**src/hw/rtl/button_hold_gesture_classifier_core_macros.svh**
```systemverilog
// assertion helpers for the button hold classifier
`ifndef BUTTON_HOLD_GESTURE_CLASSIFIER_CORE_MACROS_SVH
`define BUTTON_HOLD_GESTURE_CLASSIFIER_CORE_MACROS_SVH

`ifndef SYNTHESIS
`define BHG_ASSERT_CLK(name, clk, rst_n, prop, msg) \
  name: assert property (@(posedge clk) disable iff (!rst_n) prop) else $error(msg);
`define BHG_ASSERT(name, prop, msg) \
  `BHG_ASSERT_CLK(name, clk_i, rst_ni, prop, msg)
`else
`define BHG_ASSERT_CLK(name, clk, rst_n, prop, msg)
`define BHG_ASSERT(name, prop, msg)
`endif

`endif

```
**src/hw/rtl/bhgc_pkg.sv**
```systemverilog
`timescale 1ns / 1ps

package bhgc_pkg;

  localparam int unsigned CfgIdxW  = 3;
  localparam int unsigned CfgDataW = 16;
  localparam int unsigned HoldW    = 16;
  localparam int unsigned PhaseW   = 12;

  localparam logic [HoldW-1:0]  RefreshMsRst     = 16'd5000;
  localparam logic [HoldW-1:0]  MaintenanceMsRst = 16'd10000;
  localparam logic [HoldW-1:0]  ProvisionMsRst   = 16'd20000;
  localparam logic [PhaseW-1:0] PulseHalfMsRst   = 12'd200;
  localparam logic [PhaseW-1:0] BurstStepMsRst   = 12'd60;
  localparam logic [HoldW-1:0]  HoldMax          = 16'hFFFF;

  typedef enum logic [1:0] {
    MODE_IDLE  = 2'd0,
    MODE_HOLD  = 2'd1,
    MODE_BURST = 2'd2
  } mode_e;

  typedef enum logic [2:0] {
    GEST_NONE    = 3'd0,
    GEST_TAP     = 3'd1,
    GEST_REFRESH = 3'd2,
    GEST_MAINT   = 3'd3,
    GEST_PROV    = 3'd4
  } gesture_e;

  typedef enum logic [CfgIdxW-1:0] {
    REG_REFRESH_MS     = 3'd0,
    REG_MAINTENANCE_MS = 3'd1,
    REG_PROVISION_MS   = 3'd2,
    REG_PULSE_HALF_MS  = 3'd3,
    REG_BURST_STEP_MS  = 3'd4
  } reg_idx_e;

  typedef enum logic {
    ACT_BOOT_CHECK = 1'b0,
    ACT_TICK       = 1'b1
  } action_e;

  typedef struct packed {
    logic             led_on;
    logic             gesture_done;
    gesture_e         gesture;
    logic [HoldW-1:0] held_ms;
  } result_t;

endpackage

```
**src/hw/rtl/button_hold_gesture_classifier_core.sv**
```systemverilog
`timescale 1ns / 1ps
`include "button_hold_gesture_classifier_core_macros.svh"

// Boot-time button hold classifier. Each input beat is either a boot check
// (action 0) or a one millisecond tick (action 1) and yields exactly one
// result beat: LED level, a gesture report flag and code, and the hold time
// so far. A beat is taken every clock cycle while in_stall_o is low and its
// result is registered in the output register, or in the skid register if
// the output is stalled. All session state and the result come from one
// combinational pass from the registered state; the skid register lets one
// more beat in after the output stalls. Registers must be written by the
// user via the plain write port while no beat is in flight (not enforced).
module button_hold_gesture_classifier_core #(
  parameter int unsigned BURST_STEPS = 6
) (
  input  logic                            clk_i,
  input  logic                            rst_ni,
  input  logic                            cfg_we_i,
  input  logic [bhgc_pkg::CfgIdxW-1:0]    cfg_idx_i,
  input  logic [bhgc_pkg::CfgDataW-1:0]   cfg_data_i,
  input  logic                            in_valid_i,
  output logic                            in_stall_o,
  input  logic                            action_i,
  input  logic                            button_pressed_i,
  output logic                            out_valid_o,
  input  logic                            out_stall_i,
  output logic                            led_on_o,
  output logic                            gesture_done_o,
  output logic [2:0]                      gesture_o,
  output logic [bhgc_pkg::HoldW-1:0]      held_ms_o
);
  import bhgc_pkg::*;

  localparam int unsigned StepW = $clog2(BURST_STEPS + 1);
  localparam logic [StepW-1:0] BurstLast = StepW'(BURST_STEPS);

  logic [HoldW-1:0]  refresh_ms_q, maintenance_ms_q, provision_ms_q;
  logic [PhaseW-1:0] pulse_half_ms_q, burst_step_ms_q;

  mode_e             mode_q, mode_d;
  logic [HoldW-1:0]  hold_q, hold_d;
  logic [PhaseW-1:0] phase_q, phase_d;
  logic              level_q, level_d;
  logic [StepW-1:0]  step_q, step_d;

  result_t           res_d, out_q, skid_q;
  logic              out_valid_q, skid_valid_q;
  logic              in_acc, out_acc;

  logic [HoldW-1:0]  hold_inc;
  logic [PhaseW:0]   phase_inc;
  logic [StepW-1:0]  step_inc;

  // configuration registers
  always_ff @(posedge clk_i or negedge rst_ni) begin
    if (!rst_ni) begin
      refresh_ms_q     <= RefreshMsRst;
      maintenance_ms_q <= MaintenanceMsRst;
      provision_ms_q   <= ProvisionMsRst;
      pulse_half_ms_q  <= PulseHalfMsRst;
      burst_step_ms_q  <= BurstStepMsRst;
    end else if (cfg_we_i) begin
      unique case (cfg_idx_i)
        REG_REFRESH_MS:     refresh_ms_q     <= cfg_data_i;
        REG_MAINTENANCE_MS: maintenance_ms_q <= cfg_data_i;
        REG_PROVISION_MS:   provision_ms_q   <= cfg_data_i;
        REG_PULSE_HALF_MS:  pulse_half_ms_q  <= cfg_data_i[PhaseW-1:0];
        REG_BURST_STEP_MS:  burst_step_ms_q  <= cfg_data_i[PhaseW-1:0];
        default: ;
      endcase
    end
  end

  assign in_stall_o = skid_valid_q;
  assign in_acc     = in_valid_i && !skid_valid_q;
  assign out_acc    = out_valid_q && !out_stall_i;

  assign hold_inc  = (hold_q == HoldMax) ? hold_q : hold_q + 1'b1;
  assign phase_inc = {1'b0, phase_q} + 1'b1;
  assign step_inc  = step_q + 1'b1;

  // next session state and result of one beat
  always_comb begin
    mode_d  = mode_q;
    hold_d  = hold_q;
    phase_d = phase_q;
    level_d = level_q;
    step_d  = step_q;
    res_d.led_on       = 1'b0;
    res_d.gesture_done = 1'b0;
    res_d.gesture      = GEST_NONE;

    if (action_i == ACT_BOOT_CHECK) begin
      hold_d  = '0;
      phase_d = '0;
      level_d = 1'b1;
      step_d  = '0;
      mode_d  = button_pressed_i ? MODE_HOLD : MODE_IDLE;
      res_d.gesture_done = !button_pressed_i;
    end else begin
      unique case (mode_q)
        MODE_HOLD: begin
          if (!button_pressed_i) begin
            mode_d = MODE_IDLE;
            res_d.gesture_done = 1'b1;
            if (hold_q >= maintenance_ms_q) begin
              res_d.gesture = GEST_MAINT;
            end else if (hold_q >= refresh_ms_q) begin
              res_d.gesture = GEST_REFRESH;
            end else begin
              res_d.gesture = GEST_TAP;
            end
          end else begin
            hold_d = hold_inc;
            if (hold_inc >= provision_ms_q) begin
              mode_d  = MODE_BURST;
              step_d  = '0;
              phase_d = '0;
              res_d.led_on = 1'b1;
            end else if (hold_inc >= maintenance_ms_q) begin
              if (hold_q >= maintenance_ms_q) begin
                if (phase_inc >= {1'b0, pulse_half_ms_q}) begin
                  phase_d = '0;
                  level_d = !level_q;
                end else begin
                  phase_d = phase_inc[PhaseW-1:0];
                end
              end else begin
                phase_d = '0;
                level_d = 1'b1;
              end
              res_d.led_on = level_d;
            end else begin
              res_d.led_on = (hold_inc >= refresh_ms_q);
            end
          end
        end
        MODE_BURST: begin
          if (phase_inc >= {1'b0, burst_step_ms_q}) begin
            phase_d = '0;
            step_d  = step_inc;
          end else begin
            phase_d = phase_inc[PhaseW-1:0];
          end
          if (step_d >= BurstLast) begin
            step_d = '0;
            mode_d = MODE_IDLE;
            res_d.gesture_done = 1'b1;
            res_d.gesture      = GEST_PROV;
          end else begin
            res_d.led_on = !step_d[0];
          end
        end
        default: ;
      endcase
    end
    res_d.held_ms = hold_d;
  end

  always_ff @(posedge clk_i or negedge rst_ni) begin
    if (!rst_ni) begin
      mode_q  <= MODE_IDLE;
      hold_q  <= '0;
      phase_q <= '0;
      level_q <= 1'b1;
      step_q  <= '0;
    end else if (in_acc) begin
      mode_q  <= mode_d;
      hold_q  <= hold_d;
      phase_q <= phase_d;
      level_q <= level_d;
      step_q  <= step_d;
    end
  end

  // output register with skid beat
  always_ff @(posedge clk_i or negedge rst_ni) begin
    if (!rst_ni) begin
      out_valid_q  <= 1'b0;
      skid_valid_q <= 1'b0;
    end else if (skid_valid_q) begin
      if (out_acc) begin
        skid_valid_q <= 1'b0;
      end
    end else if (in_acc) begin
      if (out_valid_q && !out_acc) begin
        skid_valid_q <= 1'b1;
      end else begin
        out_valid_q <= 1'b1;
      end
    end else if (out_acc) begin
      out_valid_q <= 1'b0;
    end
  end

  always_ff @(posedge clk_i) begin
    if (skid_valid_q) begin
      if (out_acc) begin
        out_q <= skid_q;
      end
    end else if (in_acc) begin
      if (out_valid_q && !out_acc) begin
        skid_q <= res_d;
      end else begin
        out_q <= res_d;
      end
    end
  end

  assign out_valid_o    = out_valid_q;
  assign led_on_o       = out_q.led_on;
  assign gesture_done_o = out_q.gesture_done;
  assign gesture_o      = out_q.gesture;
  assign held_ms_o      = out_q.held_ms;

  `BHG_ASSERT(a_skid_implies_out, skid_valid_q |-> out_valid_q, "skid beat without output beat")
  `BHG_ASSERT(a_beat_lands, in_acc |=> out_valid_q, "accepted beat produced no output")
  `BHG_ASSERT(a_gesture_needs_done, out_valid_q && !out_q.gesture_done |-> out_q.gesture == GEST_NONE, "gesture code without report")
  `BHG_ASSERT(a_step_bounded, step_q < BurstLast, "burst step past last step")

endmodule

```
**config.mk**
```make
export PLATFORM = sky130hd
export DESIGN_NAME = button_hold_gesture_classifier_core
export DESIGN_NICKNAME = d
export VERILOG_FILES = /design/src/hw/rtl/bhgc_pkg.sv /design/src/hw/rtl/button_hold_gesture_classifier_core.sv
export VERILOG_INCLUDE_DIRS = /design/src /design/src/hw/rtl
export SDC_FILE = /design/constraint.sdc
export NUM_CORES = 1
export LEC_CHECK = 0
export BUFFER_PORTS_ARGS = -buffer_cell sky130_fd_sc_hd__buf_2
export CORE_MARGIN = 4
export CORE_UTILIZATION = 25
export DETAILED_ROUTE_END_ITERATION = 10
export GPL_TIMING_DRIVEN = 0
export PLACE_DENSITY_LB_ADDON = 0.1
export REMOVE_ABC_BUFFERS = 1
export SETUP_SLACK_MARGIN = 0.1
export SYNTH_ARGS = -nofsm -noshare
export SYNTH_HDL_FRONTEND = slang
export SYNTH_SLANG_ARGS = --single-unit
```
**constraint.sdc**
```tcl
create_clock -name clk_i -period 8.6 [get_ports clk_i]
set_input_delay 0.43 -clock clk_i [delete_from_list [all_inputs] [get_ports clk_i]]
set_output_delay 0.43 -clock clk_i [all_outputs]
set_load 0.005 [all_outputs]
```
# == Word level (Yosys, flattened, before mapping) ==
# Cells that the tools add are included.
# classes
mux,56
n_reduce_logical,24
n_lt_le_gt_ge,8
bitwise,1
eq_ne,20
n_addsub,3
# op_table
cell,count
12-bit two-way mux,7
21-bit two-way mux,4
16-bit greater-or-equal comparator,5
16-bit two-way mux,4
13-bit by 12-bit greater-or-equal comparator with 1-bit output,2
3-bit two-way mux,8
12-bit one-hot mux with 2 select lines,1
1-bit two-way mux,21
16-bit by 1-bit adder with 16-bit output (second input constant),1
16-bit == test (second input constant),1
12-bit by 1-bit adder with 13-bit output (second input constant),1
2-bit two-way mux,6
4-bit AND reduction,3
5-bit one-hot mux with 2 select lines,1
2-bit AND reduction,5
3-bit inequality test (second input constant),3
3-bit AND reduction,3
4-bit two-way mux,2
2-bit by 1-bit inequality test with 1-bit output (second input constant),4
4-bit inequality test (second input constant),2
3-bit by 2-bit == test with 1-bit output (second input constant),2
1-bit logical NOT,6
2-bit inequality test (second input constant),3
3-bit one-hot mux with 2 select lines,1
other kinds (13),16
# word_totals
register_bits,150
inputBits,26

# == Logic depth before layout (Yosys ltp) ==
# depth
word_depth,12
depth_mapped,16
ltp_nobuf,14

# == Worst setup path before layout ==
# OpenSTA, ideal clock, no wires.
# synth_path
path_type,register -> register
startpoint,register hold_q[1]
endpoint,register mode_q[1]
setup_ns,0.120
arrival_ns,3.293
required_ns,8.480
slack_ns,5.187
stages_incl_launch_ff,13
path_cell_list,dfrtp_1 ha_1 nand3_1 nor4_1 and3_1 mux2_2 ha_1 nand4_1 nor4b_1 a21o_1 mux2_2 a32o_1 a31o_2
# synth_via
elab_chain_cells,5
word_cells_on_any_way,6
cone_classes,add/sub: 1; order compare: 1; eq/ne: 2; mux: 1; reduce/logical: 1
# synth_rtl
element,line,text
"start, declared",button_hold_gesture_classifier_core.sv:41,"logic [HoldW-1:0] hold_q, hold_d;"
"start signal, assigned",button_hold_gesture_classifier_core.sv:169,hold_q <= hold_d;
16-bit by 1-bit adder with 16-bit output / 16-bit == test (equally long branches),button_hold_gesture_classifier_core.sv:78,assign hold_inc = (hold_q == HoldMax) ? hold_q : hold_q + 1'b1;
16-bit two-way mux *,button_hold_gesture_classifier_core.sv:78,
16-bit greater-or-equal comparator *,button_hold_gesture_classifier_core.sv:115,if (hold_inc >= provision_ms_q) begin
4-bit inequality test (no source line) *,-,
4-bit AND reduction (no source line) *,-,
"end signal, assigned",button_hold_gesture_classifier_core.sv:168,mode_q <= mode_d;
"end, declared",button_hold_gesture_classifier_core.sv:40,"mode_e mode_q, mode_d;"
# Mark *: on every way between the ends. The rest lies on a longest branch, timed or not.
# A chain may end at the register's enable or synchronous reset.

# == Worst setup path in the final report ==
# layout_path
startpoint,register hold_q[1]
endpoint,register phase_q[2]
# layout_via
elab_chain_cells,7
word_cells_on_any_way,14
cone_classes,add/sub: 1; order compare: 3; eq/ne: 2; mux: 7; reduce/logical: 1
# layout_rtl
element,line,text
16-bit by 1-bit adder with 16-bit output (tied with other cells),button_hold_gesture_classifier_core.sv:78,
16-bit two-way mux / 12-bit two-way mux (equally long branches),"button_hold_gesture_classifier_core.sv:78, button_hold_gesture_classifier_core.sv:121",
16-bit greater-or-equal comparator / 12-bit two-way mux (equally long branches),"button_hold_gesture_classifier_core.sv:115, button_hold_gesture_classifier_core.sv:120",
12-bit two-way mux,button_hold_gesture_classifier_core.sv:115,
12-bit two-way mux,button_hold_gesture_classifier_core.sv:103,if (!button_pressed_i) begin
12-bit one-hot mux with 2 select lines,button_hold_gesture_classifier_core.sv:101,unique case (mode_q)
12-bit two-way mux,button_hold_gesture_classifier_core.sv:93,if (action_i == ACT_BOOT_CHECK) begin
"end signal, assigned",button_hold_gesture_classifier_core.sv:170,phase_q <= phase_d;
"end, declared",button_hold_gesture_classifier_core.sv:42,"logic [PhaseW-1:0] phase_q, phase_d;"
# Several ways; a longest one is shown, not always the timed one. The select of a mux whose other input is x is not followed.

==> flow_metrics.tcl <==
set metrics [dict create \
    arrival_ps 5160 \
    placed_area_um2 10400 \
    crit_end "phase_q[2]" \
    hold_ws_ps 234 \
    cts_max_level 4 \
    tightest_slew_ps 1110 \
    rows 71 \
    use_met1 0.170 \
    criticalPathCategory "reg -> reg" \
    core_um2 37700 \
    worst_r2r_path_depth 12 \
    grt_first_pass_wirelength_mm 41.5 \
    power_leakage_uw 0.00501 \
    drt_wl_total_mm 25.2 \
    die_w_um 203 \
    grt_busiest_layer "met2" \
    grt.met3_usage 0.0227 \
    vias_per_cell 4.48 \
    ir_worst_vdd_mv 0.141 \
    ys.flop_type "dfrtp_1" \
    cpMostUsedCell "ha_1" \
    yosysMostFrequentCell "nand2_1" \
    yosys_warnings 0 \
    initialDrtViolationCount 291 \
    clock_sinks 150 \
    postCtsSetupBuffers 0 \
    slew_headroom 0.253 \
    grt_antenna_before_repair 0 \
    ys_ff_latch 150 \
    synthTopCellsByArea "dfrtp_1, ha_1, edfxtp_1" \
    layout.nets 1161 \
    cp_max_fo 11 \
    status "finished clean" \
    cts_tree "built" \
    hold_path.class "in -> reg" \
    netlist_area_um2 9550 \
    skew_ps 11.3 \
    layout_worst_path_cycle_share 0.561 \
    overflow 0 \
    die_y_um 203 \
    timing.fmax_mhz 207 \
    worstReg2RegEnd "phase_q[2]" \
    initial_core_util 0.253 \
    clk_pin_slew_ps 60 \
    synthTopCellsByCount "nand2_1, ha_1, o21ai_0" \
    yosysTopAreaCell "dfrtp_1" \
    clock_path_buffers 2 \
    wl_per_cell_um 16.3 \
    syn_inst 986 \
    cp_slowest_cell "a41oi_1" \
    dr.pass1.iters 4 \
    vias 6932 \
    grt_util_all_layers 0.128 \
    root_buffer "clkbuf_16" \
    insertion_delay_ps 440 \
    final_cell_area_um2 11000 \
    seq_area_frac_synth 0.418 \
    portBuffers 48 \
    startpoint "hold_q[1]" \
    setup_viol 0 \
    regToRegSetupSlack_ps 3770 \
    rsz0062_at_grt "false" \
    synth.top_cell.area_share 0.223 \
    fin_crit_ps 4830 \
    async_flop_share 0.720 \
    crit_chain "ha_1, nand3_1, nor4_1, and3_1, mux2_2, ha_1, nand4_1, nor4b_1, a21oi_1, a41oi_1, o2111ai_1, o311ai_1" \
    drv_cap 0 \
    grt_pass1_vias 7153 \
    grtUsageMet2 0.216 \
    worstPathRequired_ps 8940 \
    numCtsBuffers 17 \
    slew_viol_final 0 \
    drive_gt1_frac 0.174 \
    tns_ps 0 \
    yosysUniqueCellTypes 86 \
    avgSynthCellArea_um2 9.68 \
    final_hold_viol_count 0 \
    r2r-start "hold_q[1]" \
    hpwl_mm 19.2 \
    io-pin-count 49 \
    area_delta_synth_final_pct 15.5 \
    die_area_um2 41400 \
    cp-start-kind "register" \
    power.density_nw_per_um2 237 \
    critPathMaxStageDelay_ps 1000 \
    place.gp.congestion 0.737 \
    drc 0 \
    antenna_cells 0 \
    crit_path_end_kind "register" \
    postRouteAntennaNets 0 \
    synth_edf_count 42 \
    grt_max_degree 82 \
]
-- worst min path at each step --
| stage | start | to | slack, ps | cells past startpoint |
|---|---|---|---|---|
| 5_1_grt | cfg_data_i[14] | provision_ms_q[14] | 240 | 3 |
| 2_1_floorplan | rst_ni | burst_step_ms_q[0] | 130 | 0 |
| 3_3_place_gp | pulse_half_ms_q[4] | pulse_half_ms_q[4] | 490 | 1 |
| 4_1_cts | out_stall_i | in_stall_o | 210 | 3 |
| 3_5_place_dp | rst_ni | maintenance_ms_q[15] | 340 | 1 |
| 6_report | cfg_data_i[14] | provision_ms_q[14] | 230 | 3 |
-- cells in the final DEF (no fill, tap or decap), types with 12 or more instances in the layout --
master | Yosys | final
a21o_1 | 15 | 15
nand4_1 | 12 | 12
nand3_1 | 19 | 19
xor2_1 | 13 | 13
ha_1 | 110 | 110
dfrtp_1 | 85 | 85
a21oi_1 | 35 | 35
buf_2 | 3 | 47
nor2_1 | 37 | 34
xnor2_1 | 17 | 17
nand2_1 | 146 | 145
nand2b_1 | 12 | 12
inv_1 | 100 | 100
o21ai_0 | 104 | 104
nor3_1 | 15 | 14
edfxtp_1 | 42 | 42
dfstp_2 | 23 | 23
mux2_2 | 30 | 30
clkbuf_16 | 0 | 19
-- layout make-up --
class                      instances  area, um^2
sequential                       150        3990
tap                              511         639
multi-input combinational        699        4990
fill                            4020       26600
clock inverter                    10         140
inverter                         100         375
timing repair buffer              57         378
clock buffer                      22         507
-- power breakdown --
part	internal, uW	leakage (uW)	switching (uW)
Clock	508	0.000309	329
Combinational	311	0.00297	461
Sequential	915	0.00173	86.9
-- routing by layer --
metal / routed length, um / up-vias
li1: - / 3559
met1: 12000 / 3311
met2: 12300 / 49
met3: 524 / 13
met4: 314 / 0
met5: 0 / -
-- cells by family (layout without fill, tap and decap cells) --
kind of cell               Yosys count  in the layout  synth area share
buffers and inverters              137            189            0.0613
adders and majority gates          110            110             0.144
DFF                                150            150             0.418
and+or+nand+nor                    288            288             0.148
muxes                               34             34            0.0401
xor gates and xnor gates            30             30            0.0275
AOI/OAI and AO/OA                  237            237             0.160
-- flip-flops by register name, indices dropped and copies added, names as in the netlist, 3 cells and up --
name / flops
hold_q: 16
skid_q: 21
provision_ms_q: 16
maintenance_ms_q: 16
phase_q: 12
burst_step_ms_q: 12
refresh_ms_q: 16
gesture_o: 3
pulse_half_ms_q: 12
step_q: 3
held_ms_o: 16
-- timing repair --
action | 4_1_cts | 5_1_grt
resized for setup | 0 | 0
hold buffers | 1 | 0
endpoints found under the hold margin | 24 | 0
-- worst max-delay path, delay by kind of cell (launching register included) --
kind,cells,cell delay (ps)
AO/OA/AOI/OAI,4,1720
AND/OR/NAND/NOR,5,1570
multiplexers,1,400
adder cells (fa/ha/maj),2,550
flip-flops,1,490
-- metrics by stage --
step	cells	utilization	power (uW)	setup WS, ps
final	1549	0.293	2610	3770
after global routing	1549	0.293	2820	3250
after CTS	1549	0.293	2670	3720
after global placement	1508	0.271	1790	2960
after floorplan	949	-	1510	4820
after detailed placement	1516	0.275	1810	3720
Power figures use the tool's default switching activity.
